==> src/mcp_pkg.sv <==
// Shared types and constants for the motion command text parser.
// Holds the parse phase enum, units codes, register indexes and character codes.
// No dependencies.
package mcp_pkg;

   typedef enum logic [2:0] {
      PH_IDLE  = 3'd0,
      PH_INDEX = 3'd1,
      PH_ID    = 3'd2,
      PH_WHOLE = 3'd3,
      PH_FRAC  = 3'd4,
      PH_UNITS = 3'd5,
      PH_DONE  = 3'd6
   } phase_type;

   typedef enum logic [1:0] {
      UNITS_NONE  = 2'd0,
      UNITS_DIST  = 2'd1,
      UNITS_SPEED = 2'd2
   } units_type;

   typedef enum logic [1:0] {
      REG_MAX_TURN    = 2'd0,
      REG_DEF_TURN    = 2'd1,
      REG_MAX_DIST    = 2'd2,
      REG_MAX_SPEED   = 2'd3
   } reg_index_type;

   localparam logic [7:0]  RST_MAX_TURN  = 8'd180;
   localparam logic [7:0]  RST_DEF_TURN  = 8'd90;
   localparam logic [15:0] RST_MAX_DIST  = 16'd10000;
   localparam logic [15:0] RST_MAX_SPEED = 16'd100;

   localparam logic [7:0] CASE_MASK = 8'hDF;
   localparam logic [7:0] CH_ZERO   = 8'h30;
   localparam logic [7:0] CH_NINE   = 8'h39;
   localparam logic [7:0] CH_HASH   = 8'h23;
   localparam logic [7:0] CH_DOT    = 8'h2E;
   localparam logic [7:0] CH_SPACE  = 8'h20;
   localparam logic [7:0] CH_NUL    = 8'h00;
   localparam logic [7:0] CH_F      = 8'h46;
   localparam logic [7:0] CH_B      = 8'h42;
   localparam logic [7:0] CH_R      = 8'h52;
   localparam logic [7:0] CH_L      = 8'h4C;
   localparam logic [7:0] CH_S      = 8'h53;
   localparam logic [7:0] CH_M      = 8'h4D;
   localparam logic [7:0] CH_H      = 8'h48;
   localparam logic [7:0] CH_D      = 8'h44;
   localparam logic [7:0] CH_V      = 8'h56;
   localparam logic [7:0] CH_P      = 8'h50;
   localparam logic [7:0] CH_E      = 8'h45;

   localparam logic [7:0] WHOLE_LIMIT = 8'd255;
   localparam logic [7:0] INDEX_LIMIT = 8'd99;

endpackage

==> src/motion_command_text_parser.sv <==
// Motion command text parser: top level with request register, parser and result register.
// Depends on mcp_pkg for the phase enum, units codes and character constants.
//
// A request marked last passes through the request register and then the result register.
// Throughput: one request per cycle unless stalled; the parser state updates once per request.
// A held result only stalls the request register when that register also holds a last.
// Reset (synchronous, active high) clears the parser, the valids and restores the limits.
module motion_command_text_parser (
   input  logic        clock,
   input  logic        reset,
   // request channel
   input  logic        req_valid,
   output logic        req_ready,
   input  logic [7:0]  req_character,
   input  logic        req_last,
   // result channel
   output logic        rsp_valid,
   input  logic        rsp_ready,
   output logic        rsp_ok,
   output logic        rsp_index_given,
   output logic [6:0]  rsp_index,
   output logic [7:0]  rsp_command_id,
   output logic [1:0]  rsp_units_code,
   output logic [15:0] rsp_coded_value,
   // configuration port
   input  logic        psel,
   input  logic        penable,
   input  logic        pwrite,
   input  logic [3:0]  paddr,
   input  logic [31:0] pwdata,
   output logic [31:0] prdata,
   output logic        pready
);

   // Limit registers.
   logic [7:0]  max_turn_ff;
   logic [7:0]  def_turn_ff;
   logic [15:0] max_dist_ff;
   logic [15:0] max_speed_ff;

   // Request register.
   logic        s1_valid_ff, s1_valid_in;
   logic [7:0]  s1_char_ff;
   logic        s1_last_ff;

   // Parser state.
   mcp_pkg::phase_type phase_ff, phase_in;
   mcp_pkg::units_type units_ff, units_in;
   logic [7:0]  whole_ff, whole_in;
   logic [6:0]  frac_ff, frac_in;
   logic [1:0]  frac_cnt_ff, frac_cnt_in;
   logic [7:0]  id_ff, id_in;
   logic [6:0]  index_ff, index_in;
   logic        index_seen_ff, index_seen_in;
   logic        error_ff, error_in;

   // Result register.
   logic        rsp_valid_ff, rsp_valid_in;
   logic        ok_ff, ok_in;
   logic        index_given_ff;
   logic [6:0]  index_out_ff;
   logic [7:0]  id_out_ff;
   logic [1:0]  units_out_ff;
   logic [15:0] coded_ff, coded_in;

   logic        advance;
   logic        csr_write;
   logic [7:0]  folded;
   logic [3:0]  digit;
   logic [11:0] whole_x10;
   logic [14:0] value;
   logic        letter_go;
   logic        letter_hit;

   // The request register moves on unless it holds a last whose result has nowhere to go.
   assign advance   = !(s1_valid_ff && s1_last_ff && rsp_valid_ff && !rsp_ready);
   assign req_ready = !s1_valid_ff || advance;
   assign pready    = 1'b1;
   assign csr_write = psel && penable && pwrite;

   assign folded    = s1_char_ff & mcp_pkg::CASE_MASK;
   assign digit     = 4'(s1_char_ff - mcp_pkg::CH_ZERO);
   assign whole_x10 = 12'(whole_ff) * 12'd10 + 12'(digit);

   // A command letter is only taken before any letter has been seen, in the leading phases.
   assign letter_go = (phase_ff == mcp_pkg::PH_IDLE || phase_ff == mcp_pkg::PH_ID)
                      && (id_ff == 8'd0);

   always_ff @(posedge clock) begin
      if (reset) begin
         max_turn_ff  <= mcp_pkg::RST_MAX_TURN;
         def_turn_ff  <= mcp_pkg::RST_DEF_TURN;
         max_dist_ff  <= mcp_pkg::RST_MAX_DIST;
         max_speed_ff <= mcp_pkg::RST_MAX_SPEED;
      end else if (csr_write) begin
         case (mcp_pkg::reg_index_type'(paddr[3:2]))
            mcp_pkg::REG_MAX_TURN:  max_turn_ff  <= pwdata[7:0];
            mcp_pkg::REG_DEF_TURN:  def_turn_ff  <= pwdata[7:0];
            mcp_pkg::REG_MAX_DIST:  max_dist_ff  <= pwdata[15:0];
            mcp_pkg::REG_MAX_SPEED: max_speed_ff <= pwdata[15:0];
            default: ;
         endcase
      end
   end

   always_comb begin
      case (mcp_pkg::reg_index_type'(paddr[3:2]))
         mcp_pkg::REG_MAX_TURN:  prdata = {24'd0, max_turn_ff};
         mcp_pkg::REG_DEF_TURN:  prdata = {24'd0, def_turn_ff};
         mcp_pkg::REG_MAX_DIST:  prdata = {16'd0, max_dist_ff};
         mcp_pkg::REG_MAX_SPEED: prdata = {16'd0, max_speed_ff};
         default:                prdata = 32'd0;
      endcase
   end

   // Request register.
   assign s1_valid_in = req_ready ? req_valid : s1_valid_ff;

   always_ff @(posedge clock) begin
      if (reset) begin
         s1_valid_ff <= 1'b0;
      end else begin
         s1_valid_ff <= s1_valid_in;
      end
   end

   always_ff @(posedge clock) begin
      if (req_valid && req_ready) begin
         s1_char_ff <= req_character;
         s1_last_ff <= req_last;
      end
   end

   // Parser: feed the held character into the state, then on a last character
   // work out the result from the updated state and clear the parser.
   always_comb begin
      phase_in      = phase_ff;
      units_in      = units_ff;
      whole_in      = whole_ff;
      frac_in       = frac_ff;
      frac_cnt_in   = frac_cnt_ff;
      id_in         = id_ff;
      index_in      = index_ff;
      index_seen_in = index_seen_ff;
      error_in      = error_ff;
      letter_hit    = 1'b0;
      ok_in         = 1'b0;
      coded_in      = 16'd0;
      value         = 15'd0;
      rsp_valid_in  = rsp_valid_ff && !rsp_ready;

      if (!error_ff) begin
         if (s1_char_ff inside {[mcp_pkg::CH_ZERO:mcp_pkg::CH_NINE]}) begin
            if (phase_ff == mcp_pkg::PH_INDEX || phase_ff == mcp_pkg::PH_WHOLE) begin
               // The integer part saturates at its limit and flags an error there.
               if (whole_x10 >= 12'(mcp_pkg::WHOLE_LIMIT)) begin
                  error_in = 1'b1;
                  whole_in = mcp_pkg::WHOLE_LIMIT;
               end else begin
                  whole_in = whole_x10[7:0];
               end
            end else if (phase_ff == mcp_pkg::PH_FRAC) begin
               if (frac_cnt_ff == 2'd0) begin
                  frac_in = 7'(frac_ff + 7'(digit) * 7'd10);
               end else if (frac_cnt_ff == 2'd1) begin
                  frac_in = 7'(frac_ff + 7'(digit));
               end
               if (frac_cnt_ff != 2'd2) begin
                  frac_cnt_in = frac_cnt_ff + 2'd1;
               end
            end else begin
               error_in = 1'b1;
            end
         end else begin
            case (s1_char_ff)
               mcp_pkg::CH_HASH: begin
                  if (phase_ff == mcp_pkg::PH_IDLE) phase_in = mcp_pkg::PH_INDEX;
                  else error_in = 1'b1;
               end
               mcp_pkg::CH_DOT: begin
                  if (phase_ff == mcp_pkg::PH_WHOLE) phase_in = mcp_pkg::PH_FRAC;
                  else error_in = 1'b1;
               end
               mcp_pkg::CH_SPACE: begin
                  if (phase_ff == mcp_pkg::PH_INDEX) begin
                     if (whole_ff > mcp_pkg::INDEX_LIMIT) begin
                        error_in = 1'b1;
                     end else begin
                        index_in      = whole_ff[6:0];
                        index_seen_in = 1'b1;
                     end
                     whole_in = 8'd0;
                     phase_in = mcp_pkg::PH_ID;
                  end else if (phase_ff == mcp_pkg::PH_ID) begin
                     phase_in = mcp_pkg::PH_WHOLE;
                  end else if (phase_ff == mcp_pkg::PH_WHOLE ||
                               phase_ff == mcp_pkg::PH_FRAC) begin
                     phase_in = mcp_pkg::PH_UNITS;
                  end
               end
               mcp_pkg::CH_NUL: begin
                  phase_in = mcp_pkg::PH_DONE;
               end
               default: begin
                  case (folded)
                     mcp_pkg::CH_F, mcp_pkg::CH_B, mcp_pkg::CH_R, mcp_pkg::CH_L: begin
                        letter_hit = letter_go;
                        if (letter_go) phase_in = mcp_pkg::PH_ID;
                     end
                     mcp_pkg::CH_S: begin
                        if (phase_ff == mcp_pkg::PH_UNITS) units_in = mcp_pkg::UNITS_SPEED;
                        letter_hit = letter_go;
                        if (letter_go) phase_in = mcp_pkg::PH_DONE;
                     end
                     mcp_pkg::CH_M: begin
                        if (phase_ff == mcp_pkg::PH_UNITS &&
                            units_ff != mcp_pkg::UNITS_SPEED) begin
                           units_in = mcp_pkg::UNITS_DIST;
                        end
                        letter_hit = letter_go;
                        if (letter_go) phase_in = mcp_pkg::PH_DONE;
                     end
                     mcp_pkg::CH_H, mcp_pkg::CH_D, mcp_pkg::CH_V,
                     mcp_pkg::CH_P, mcp_pkg::CH_E: begin
                        letter_hit = letter_go;
                        if (letter_go) phase_in = mcp_pkg::PH_DONE;
                     end
                     default: ;
                  endcase
                  if (letter_hit) id_in = folded;
               end
            endcase
         end
      end

      // Final checks against the limits, on the state after this character.
      value = 15'(whole_in) * 15'd100 + 15'(frac_in);
      if (!error_in && id_in != 8'd0) begin
         ok_in = 1'b1;
         case (id_in)
            mcp_pkg::CH_R, mcp_pkg::CH_L: begin
               // The fraction is below one hundred, so whole degrees are the integer part.
               if (whole_in > max_turn_ff) begin
                  ok_in = 1'b0;
               end else if (whole_in == 8'd0) begin
                  coded_in = 16'(def_turn_ff);
               end else begin
                  coded_in = 16'(whole_in);
               end
            end
            mcp_pkg::CH_F, mcp_pkg::CH_B: begin
               coded_in = 16'(value);
               case (units_in)
                  mcp_pkg::UNITS_DIST:  ok_in = 16'(value) <= max_dist_ff;
                  mcp_pkg::UNITS_SPEED: ok_in = 16'(value) <= max_speed_ff;
                  default:              ok_in = 1'b0;
               endcase
            end
            mcp_pkg::CH_S, mcp_pkg::CH_H, mcp_pkg::CH_M,
            mcp_pkg::CH_D, mcp_pkg::CH_V, mcp_pkg::CH_P: begin
               if (value != 15'd0 || units_in != mcp_pkg::UNITS_NONE) ok_in = 1'b0;
            end
            default: ;
         endcase
      end
      if (!ok_in) coded_in = 16'd0;

      if (s1_valid_ff && s1_last_ff && advance) begin
         rsp_valid_in = 1'b1;
      end
   end

   always_ff @(posedge clock) begin
      if (reset) begin
         phase_ff      <= mcp_pkg::PH_IDLE;
         units_ff      <= mcp_pkg::UNITS_NONE;
         whole_ff      <= 8'd0;
         frac_ff       <= 7'd0;
         frac_cnt_ff   <= 2'd0;
         id_ff         <= 8'd0;
         index_ff      <= 7'd0;
         index_seen_ff <= 1'b0;
         error_ff      <= 1'b0;
      end else if (s1_valid_ff && advance) begin
         if (s1_last_ff) begin
            phase_ff      <= mcp_pkg::PH_IDLE;
            units_ff      <= mcp_pkg::UNITS_NONE;
            whole_ff      <= 8'd0;
            frac_ff       <= 7'd0;
            frac_cnt_ff   <= 2'd0;
            id_ff         <= 8'd0;
            index_ff      <= 7'd0;
            index_seen_ff <= 1'b0;
            error_ff      <= 1'b0;
         end else begin
            phase_ff      <= phase_in;
            units_ff      <= units_in;
            whole_ff      <= whole_in;
            frac_ff       <= frac_in;
            frac_cnt_ff   <= frac_cnt_in;
            id_ff         <= id_in;
            index_ff      <= index_in;
            index_seen_ff <= index_seen_in;
            error_ff      <= error_in;
         end
      end
   end

   // Result register.
   always_ff @(posedge clock) begin
      if (reset) begin
         rsp_valid_ff <= 1'b0;
      end else begin
         rsp_valid_ff <= rsp_valid_in;
      end
   end

   always_ff @(posedge clock) begin
      if (s1_valid_ff && s1_last_ff && advance) begin
         ok_ff          <= ok_in;
         index_given_ff <= index_seen_in;
         index_out_ff   <= index_seen_in ? index_in : 7'd0;
         id_out_ff      <= id_in;
         units_out_ff   <= units_in;
         coded_ff       <= coded_in;
      end
   end

   assign rsp_valid       = rsp_valid_ff;
   assign rsp_ok          = ok_ff;
   assign rsp_index_given = index_given_ff;
   assign rsp_index       = index_out_ff;
   assign rsp_command_id  = id_out_ff;
   assign rsp_units_code  = units_out_ff;
   assign rsp_coded_value = coded_ff;

endmodule

==> config.mk <==
export PLATFORM = sky130hd
export DESIGN_NAME = motion_command_text_parser
export DESIGN_NICKNAME = d
export VERILOG_FILES = /design/src/mcp_pkg.sv /design/src/motion_command_text_parser.sv
export SDC_FILE = /design/constraint.sdc
export NUM_CORES = 1
export LEC_CHECK = 0
export ABC_CLOCK_PERIOD_IN_PS = 12300
export BUFFER_PORTS_ARGS = -buffer_cell sky130_fd_sc_hd__buf_4
export CAP_MARGIN = 0
export CORE_MARGIN = 2
export CORE_UTILIZATION = 50
export CTS_BUF_LIST = sky130_fd_sc_hd__clkbuf_8
export DETAILED_ROUTE_END_ITERATION = 8
export GPL_TIMING_DRIVEN = 0
export PLACE_DENSITY = 0.71
export REMOVE_ABC_BUFFERS = 1
export SYNTH_ARGS = -nofsm -noshare
export SYNTH_HDL_FRONTEND = slang
export SYNTH_SLANG_ARGS = --single-unit
==> constraint.sdc <==
create_clock -name clock -period 12.3 [get_ports clock]
set_input_delay 2.46 -clock clock [delete_from_list [all_inputs] [get_ports clock]]
set_output_delay 2.46 -clock clock [all_outputs]
set_load 0.01 [all_outputs]
[Word level (Yosys, flattened, before mapping)]
Index checks and enable logic that the tools add are counted.
Word-level totals
  bits in latches: 0
  bits in read-only memories: 0
  memories: 0
  output and inout bits: 70
  bits in writable memories: 0
  bits in registers: 133
  logic and storage cells: 214
Cells by class
  bitwise logic cells: 0
  shift-type cells: 0
  divide/modulo/power cells: 0
  $mul: 3
  add/sub/neg operators: 6
  multiplexer cells: 81
  reduce and logical (&&, ||, !) cells: 49
  $lt $le $gt $ge: 7
  equal/unequal tests: 45
Operators with widths (count)
  $pmux 32 s4: 1
  $mux 8: 14
  $mux 7: 13
  $eq 8x7->1 const B: 10
  $eq 7x6->1 const B: 11
  $le 15x16->1: 2
  $mux 3: 10
  $pmux 15 s2: 1
  $eq 8x6->1 const B: 3
  $logic_not 8->1: 3
  $mux 1: 24
  $mux 2: 12
  $add 15x7->15: 1
  $reduce_bool 15->1: 1
  $logic_and 1x1->1: 13
  $mul 8x5->13 const B: 1
  $add 12x4->12: 1
  $ge 12x8->1 const B: 1
  $pmux 3 s4: 1
  $mul 8x3->11 const B: 1
  $reduce_or 11->1: 1
  $ne 2x2->1 const B: 5
  $reduce_and 2->1: 5
  $reduce_and 9->1: 1
  34 further kinds: 55

[Longest topological paths before layout]
Gate-level depths: netlist of run 1.
  depth in word-level cells: 16
  gate-level depth with buffers: 36
  gate-level depth less buffers: 35

[Least setup slack after synthesis of run 1]
No wires, ideal clock.
  kind: flip-flop to flip-flop
  start point: register whole_ff[1]
  end point: register coded_ff[14], in the netlist rsp_coded_value[14] (data pin)
  arrival time: 7.979 ns
  buffers on the path: 1
  clock period less this slack: 8.161 ns
  setup slack: 4.139 ns
  stages on the path, launching flop included: 34
  data required time: 12.118 ns
  cell sequence: dfxtp_1 -> ha_1 -> ha_1 -> inv_1 -> fa_1 -> xnor2_1 -> o2111ai_1 -> or3_1 -> or4b_4 -> a21oi_4 -> and2_0 -> buf_2 -> a31oi_1 -> ha_1 -> ha_1 -> fa_1 -> ha_1 -> nor2b_1 -> o21ai_0 -> nor2b_1 -> xnor2_1 -> nand2_1 -> or3_1 -> nand2_1 -> mux2i_1 -> or2_2 -> ha_1 -> nand4_1 -> nor4_1 -> o31a_1 -> o41ai_1 -> a211o_1 -> a31o_2 -> nor4b_1
On the way
  longest elaborated chain between the ends: 15
  elaborated cells between the ends (all ways): 33
RTL lines
  start: declaration: RTL line motion_command_text_parser.sv:49  | logic [7:0] whole_ff, whole_in;
  start signal: assignment: RTL line motion_command_text_parser.sv:298  | whole_ff <= whole_in;
  branches (longest 15 deep; another with $le 15x16->1)
  end signal: assignment: RTL line motion_command_text_parser.sv:325  | coded_ff <= coded_in;
  end: declaration: RTL line motion_command_text_parser.sv:64  | logic [15:0] coded_ff, coded_in;
Several ways; the timed one is not identified.
A chain may end at the register's enable or synchronous reset.

[Final worst setup path of run 1]
  start point: register whole_ff[2]
  end point: register coded_ff[8], in the netlist rsp_coded_value[8] (data pin)
The elaborated chain is that of the path after synthesis.

==> reports/results.tsv, run 1 <==
stage	metric	value	unit
run_status	status	completed	
floorplanning	Die Wd	143	um
floorplanning	# rows	50	
clock_tree	Clock Latency Late Sink	450	ps
synth	mean post-synth cell area	8.74	um2
synth	Yosys top cell by area	dfxtp_1	
clock_tree	clock buffer depth	2	
global_routing	met1 usage	0.318	
clock_tree	Num CTS Buffers	17	
clock_tree	TritonCTS clock tree	built	
worst_setup_path	Slowest cell on crit path	dfxtp_1	
worst_setup_path	Crit Path Category	reg2reg	
clock_tree	clock sink total	132	
routing	drt pass-1 iters	5	
worst_setup_path	r2r setup slk	2480	ps
timing	# setup viols final	0	
clock_tree	# resized after CTS	0	
global_routing	largest net degree at the start of global routing	90	
synth	most area-consuming cells after synthesis	dfxtp_1 (19%), ha_1 (14%), edfxtp_1 (13%), nor2_1 (4.4%), a21oi_1 (4.1%)	
power	Design Power	0.915	mW
final_layout	Nets	1320	
timing	unrepaired setup endpoints after global routing	no	
routing	Avg WL per Cell	17.5	um
hold_path	worst hold path class	reg2reg	
worst_setup_path	most frequent CP cell	ha_1	
worst_setup_path	Setup crit end kind	flip-flop	
final_layout	fraction of layout cells with a size suffix above 1	0.128	
timing	slack of the critical path	2480	ps
timing	slew of the pin with the lowest slew margin	1130	ps
timing	setup_tns	0	ps
worst_setup_path	Startpoint Class	flip-flop	
timing	period utilization	0.799	
synth	top cell type's share of synthesized area	0.185	
floorplanning	core area	18800	um2
synth	Synth Area in XOR/XNOR	0.0355	
power	pwr/cell area	85.4	nW/um2
final_layout	Area growth syn-to-layout	11.3	%
floorplanning	die area	20400	um2
clock_tree	Setup Fix Bufs, Post-CTS	0	
worst_setup_path	WP data required	12530	ps
synth	Mapped Area	9620	um2
timing	FMAX	102	MHz
placed_design	Port-buffer cells	85	
synth	main combinational cell family by area after synthesis	simple AND/OR/NAND/NOR gates	
timing	max-slew violations	0	
placed_design	DP Wirelength	17.9	mm
synth	Seq cells post-synth	132	
run	max_cap viols	0	
power	Pleak	4.54	nW
clock_tree	hold buffer count at cts	0	
clock_tree	clock slew at reported path FFs	80	ps
synth	synthesized-area fraction occupied by and/or/nand/nor cells	0.187	
timing	Final Hold Viols	0	
clock_tree	H-tree lvl count	4	
timing	Max transition margin	0.246	
routing	Final ANT Viol Nets	0	
global_routing	Total GRT Usage	0.245	
clock_tree	clk root buf	clkbuf_8	
synth	synth warn	0	
synth	Netlist cell types	82	
power	Max IR drop VDD	0.0000703	V
global_routing	GRT met3 Usage	0.0459	
synth	top post-synthesis cells by count	nor2_1 (112), ha_1 (105), nand2_1 (102), dfxtp_1 (89), a21oi_1 (78)	
routing	Via density	5.91	
worst_setup_path	CP max FO	16	
synth	top_reg_cell synth	dfxtp_1	
timing	Max Clock Skew	12.9	ps
global_routing	met2 usage	0.417	
final_layout	n_diodes	0	
final_layout	fin cells	1401	
floorplanning	io pins	122	
routing	via count	8277	
global_routing	GR peak layer	met2	
worst_setup_path	crit path DAT	10050	ps
synth	EDFF count, synth	43	
synth	mux cell area share after synthesis	0.0479	
synth	post-synthesis sequential area ratio	0.320	
routing	DR DRC count	0	
synth	Syn Inst Count	1101	
global_routing	global-route wire length before repair	39.6	mm
global_routing	grt total ovfl	0	
timing	Hold Worst Slack	475	ps
routing	WL final	24.5	mm
routing	First DRT Iteration DRCs	532	
synth	top-count cell post-synth	nor2_1	
floorplanning	Die Y-Extent	143	um
synth	ys async rst share	0	
timing	minimum clock period	9820	ps
global_routing	antenna violations before repair	0	
synth	Post-Synth Adder-Cell Area	0.158	
synth	Compound-Gate Fraction of Synth Area	0.185	
placed_design	cell count after placement	1369	
worst_setup_path	slowest stage delay, CP	550	ps
floorplanning	Initial Util	0.512	
placed_design	placer's final routability congestion estimate	0.902	
global_routing	vias in the first global route	7882	
placed_design	Setup WS pre-CTS	2720	ps
layout make-up:
cell class | instances | area [um2]
clock buffer | 18 | 248
clock inverter | 14 | 136
fill | 1723 | 8060
inverter | 75 | 282
multi-input combinational | 840 | 5990
sequential | 132 | 3070
tap | 234 | 293
timing repair buffer | 88 | 681
cell families (layout without fill, tap and decap cells):
| group | count (synthesis) | count (layout) |
|---|---|---|
| simple gates | 364 | 364 |
| compound gates | 266 | 266 |
| buf+inv | 145 | 195 |
| flops | 132 | 132 |
| fa+ha+maj | 117 | 117 |
| xor+xnor | 39 | 39 |
| mux | 36 | 36 |
| other cells | 2 | 18 |
placed cells by master (no fill, tap or decap), types with 9 or more instances in the layout:
| master | n |
|---|---|
| nor2_1 | 109 |
| ha_1 | 105 |
| nand2_1 | 102 |
| dfxtp_1 | 89 |
| buf_4 | 86 |
| a21oi_1 | 78 |
| inv_1 | 77 |
| o21ai_0 | 43 |
| edfxtp_1 | 43 |
| a22oi_1 | 31 |
| mux2i_1 | 28 |
| xnor2_1 | 26 |
| nor2b_1 | 22 |
| nand3_1 | 19 |
| conb_1 | 18 |
| clkbuf_8 | 18 |
| nor3_1 | 15 |
| a211o_1 | 15 |
| a21o_1 | 14 |
| xor2_1 | 13 |
| a31oi_1 | 12 |
| and3_1 | 11 |
| nor4_1 | 9 |
| nand4_1 | 9 |
| fa_1 | 9 |
final timing paths:
check / from / end / depth (start not counted)
worst max-delay path: whole_ff[2] / rsp_coded_value[8] / 32
worst min register to register: max_dist_ff[1] / max_dist_ff[1] / 2
worst max register to register: whole_ff[2] / rsp_coded_value[8] / 32
worst min-delay path: max_dist_ff[1] / max_dist_ff[1] / 2
report_power, final:
group	leakage, nW	total, mW	internal, mW	switching, mW
Clock	0.206	0.366	0.184	0.181
Combinational	3.21	0.0836	0.0352	0.0484
Sequential	1.13	0.466	0.456	0.00938
worst max-delay path: cells and delay by family, from the launching register on:
kind | cells | cell delay [ps]
adder cells (fa/ha/maj) | 8 | 2710
XOR/XNOR | 2 | 600
AO/OA/AOI/OAI | 10 | 2540
flip-flops | 1 | 550
AND/OR/NAND/NOR | 11 | 3120
buffers and inverters | 1 | 60
routing by layer:
metal  wire, um  share of wire
met5          0              0
met4        490          0.020
met3       1320          0.054
met2      11700           0.48
met1      11000           0.45
through the flow:
stage	area, um2	utilization
after CTS	10700	0.570
final	10700	0.570
after global routing	10700	0.570
after global placement	10300	0.546
after floorplan	9330	-
after detailed placement	10300	0.550
flip-flops by register name (all words and copies together), names as in the netlist, 3 cells and up:
name	cells
def_turn_ff	8
frac_ff	7
id_ff	8
index_ff	7
max_dist_ff	16
max_speed_ff	16
max_turn_ff	8
phase_ff	3
rsp_coded_value	15
rsp_command_id	8
rsp_index	7
s1_char_ff	8
whole_ff	8
(Power assumes the default switching activity.)
==> inputs of run 2 (changes only) <==
- ABC_CLOCK_PERIOD_IN_PS: 12300 -> 10140
- clock period: 12.3 -> 10.14 ns (I/O delays scaled with it)
==> reports/results.tsv, run 2 (same netlist as run 1, synthesis figures left out) <==
stage	metric	value	unit	change
clock_tree	Setup Fix Bufs, Post-CTS	0		unchanged
global_routing	vias in the first global route	7882		unchanged
worst_setup_path	Setup crit start	whole_ff[2]		unchanged
final_layout	Area growth syn-to-layout	11.6	%	was 11.3%
clock_tree	TritonCTS clock tree	built		unchanged
timing	Final Hold Viols	0		unchanged
timing	Max transition margin	0.263		was 0.246
worst_setup_path	crit path DAT	9610	ps	was 10050 ps
routing	highest routed metal layer	met4		unchanged
global_routing	grt total ovfl	0		unchanged
floorplanning	Initial Util	0.512		unchanged
worst_setup_path	CP max FO	16		unchanged
routing	WL final	24.5	mm	about the same
global_routing	largest net degree at the start of global routing	90		unchanged
timing	max-slew violations	0		unchanged
power	Pleak	4.55	nW	was 4.54 nW
worst_setup_path	most frequent CP cell	ha_1		unchanged
final_layout	Nets	1320		unchanged
floorplanning	core area	18800	um2	unchanged
floorplanning	# rows	50		unchanged
placed_design	placer's final routability congestion estimate	0.902		unchanged
timing	setup_tns	0	ps	unchanged
timing	Hold Worst Slack	474	ps	was 475 ps
clock_tree	clock sink total	132		unchanged
routing	met3 wire len	1.45	mm	was 1.32 mm
global_routing	global-route wire length before repair	39.6	mm	unchanged
clock_tree	H-tree lvl count	4		unchanged
hold_path	Hold Startpoint	max_dist_ff[1]		unchanged
global_routing	Total GRT Usage	0.245		unchanged
routing	Final ANT Viol Nets	0		unchanged
power	Max IR drop VDD	0.0000863	V	was 0.0000703 V
hold_path	worst hold path class	reg2reg		unchanged
routing	DR DRC count	0		unchanged
routing	First DRT Iteration DRCs	617		was 532
timing	FMAX	107	MHz	was 102 MHz
routing	Via density	5.92		was 5.91
timing	minimum clock period	9380	ps	was 9820 ps
routing	DR WL met2	11.7	mm	about the same
clock_tree	Clock Latency Late Sink	450	ps	about the same
worst_setup_path	slowest stage delay, CP	550	ps	about the same
floorplanning	Die Wd	143	um	unchanged
worst_setup_path	Slowest cell on crit path	dfxtp_1		unchanged
routing	drt pass-1 iters	5		unchanged
floorplanning	io pins	122		unchanged
timing	unrepaired setup endpoints after global routing	no		unchanged
timing	slew of the pin with the lowest slew margin	1100	ps	was 1130 ps
timing	Max Clock Skew	13.6	ps	was 12.9 ps
clock_tree	Num CTS Buffers	17		unchanged
routing	Avg WL per Cell	17.5	um	about the same
placed_design	DP Wirelength	17.9	mm	unchanged
run	max_cap viols	0		unchanged
final_layout	most frequent cells in the layout	nor2_1 (108), ha_1 (105), nand2_1 (102)		was nor2_1 (109), ha_1 (105), nand2_1 (102)
floorplanning	die area	20400	um2	unchanged
clock_tree	clock slew at reported path FFs	80	ps	about the same
global_routing	antenna violations before repair	0		unchanged
floorplanning	Die Y-Extent	143	um	unchanged
timing	period utilization	0.925		was 0.799
routing	WL met1	10.9	mm	was 11.0 mm
clock_tree	clk root buf	clkbuf_8		unchanged
routing	via count	8298		was 8277
final_layout	fraction of layout cells with a size suffix above 1	0.132		was 0.128
clock_tree	hold buffer count at cts	0		unchanged
run_status	status	completed		unchanged
timing	# setup viols final	0		unchanged
worst_setup_path	Setup crit end kind	flip-flop		unchanged
power	pwr/cell area	103	nW/um2	was 85.4 nW/um2
clock_tree	clock buffer depth	2		unchanged
worst_setup_path	WP data required	10370	ps	was 12530 ps
worst_setup_path	Startpoint Class	flip-flop		unchanged
worst_setup_path	Reg-to-Reg Start	whole_ff[2]		unchanged
worst_setup_path	Crit Path Category	reg2reg		unchanged
final_layout	most common cell after layout, fill and taps aside	nor2_1		unchanged
placed_design	Port-buffer cells	85		unchanged
final_layout	n_diodes	0		unchanged
run 2: changes by cell type in the layout (fill, tap and decap cells not counted):
cell	previous run	this run
and2_0	1	0
nand3_1	19	18
xnor2_1	26	25
xnor2_2	0	1
a31oi_1	12	11
nor2_1	109	108
a31oi_2	1	2
nand3_2	0	1
nor2_2	2	3
and2_2	0	1
run 2: metrics by stage:
stage	cell area (um2)	power [mW]	cells	utilization	worst slack (ps)
floorplan	9330	0.627	1047	-	1840
global placement	10300	0.674	1366	0.546	500
detailed placement	10300	0.676	1369	0.550	558
CTS	10700	1.12	1401	0.570	432
global route	10700	1.15	1401	0.572	39.2
finish	10700	1.11	1401	0.572	761
run 2: final cells by class:
| class | instances | area [um2] |
|---|---|---|
| clock buffer | 18 | 248 |
| clock inverter | 14 | 136 |
| fill | 1716 | 8040 |
| inverter | 75 | 282 |
| multi-input combinational | 840 | 6020 |
| sequential | 132 | 3070 |
| tap | 234 | 293 |
| timing repair buffer | 88 | 681 |
run 2: worst max-delay path: cells and delay by family (launching register included):
kind / cells / cell delay [ps]
XOR/XNOR: 2 / 500
AO/OA/AOI/OAI: 8 / 1820
AND/OR/NAND/NOR: 12 / 3460
flip-flops: 1 / 550
multiplexers: 1 / 80
adder cells (fa/ha/maj): 8 / 2680
buffers and inverters: 1 / 60
run 2: metal layers:
layer | vias up | track usage
met5 | - | 0
met4 | 0 | 0.0730
met3 | 39 | 0.0459
met2 | 299 | 0.417
met1 | 3918 | 0.318
li1 | 4042 | -
run 2: worst paths after layout:
| check | endpoint | slack [ps] | depth (start not counted) |
|---|---|---|---|
| worst max register to register | rsp_coded_value[8] | 760 | 32 |
| worst min register to register | max_dist_ff[1] | 470 | 2 |
| worst max-delay path | rsp_coded_value[8] | 760 | 32 |
| worst min-delay path | max_dist_ff[1] | 470 | 2 |
run 2: power by group:
part	switching, mW	internal [mW]	leakage (nW)	total (mW)
Combinational	0.0585	0.0427	3.22	0.101
Sequential	0.0113	0.553	1.13	0.565
Clock	0.220	0.223	0.206	0.444
run 2: what timing repair did:
action                     4_1_cts  5_1_grt
resized for setup                0        6
hold endpoints to repair         0        0
setup endpoints to repair        0       16
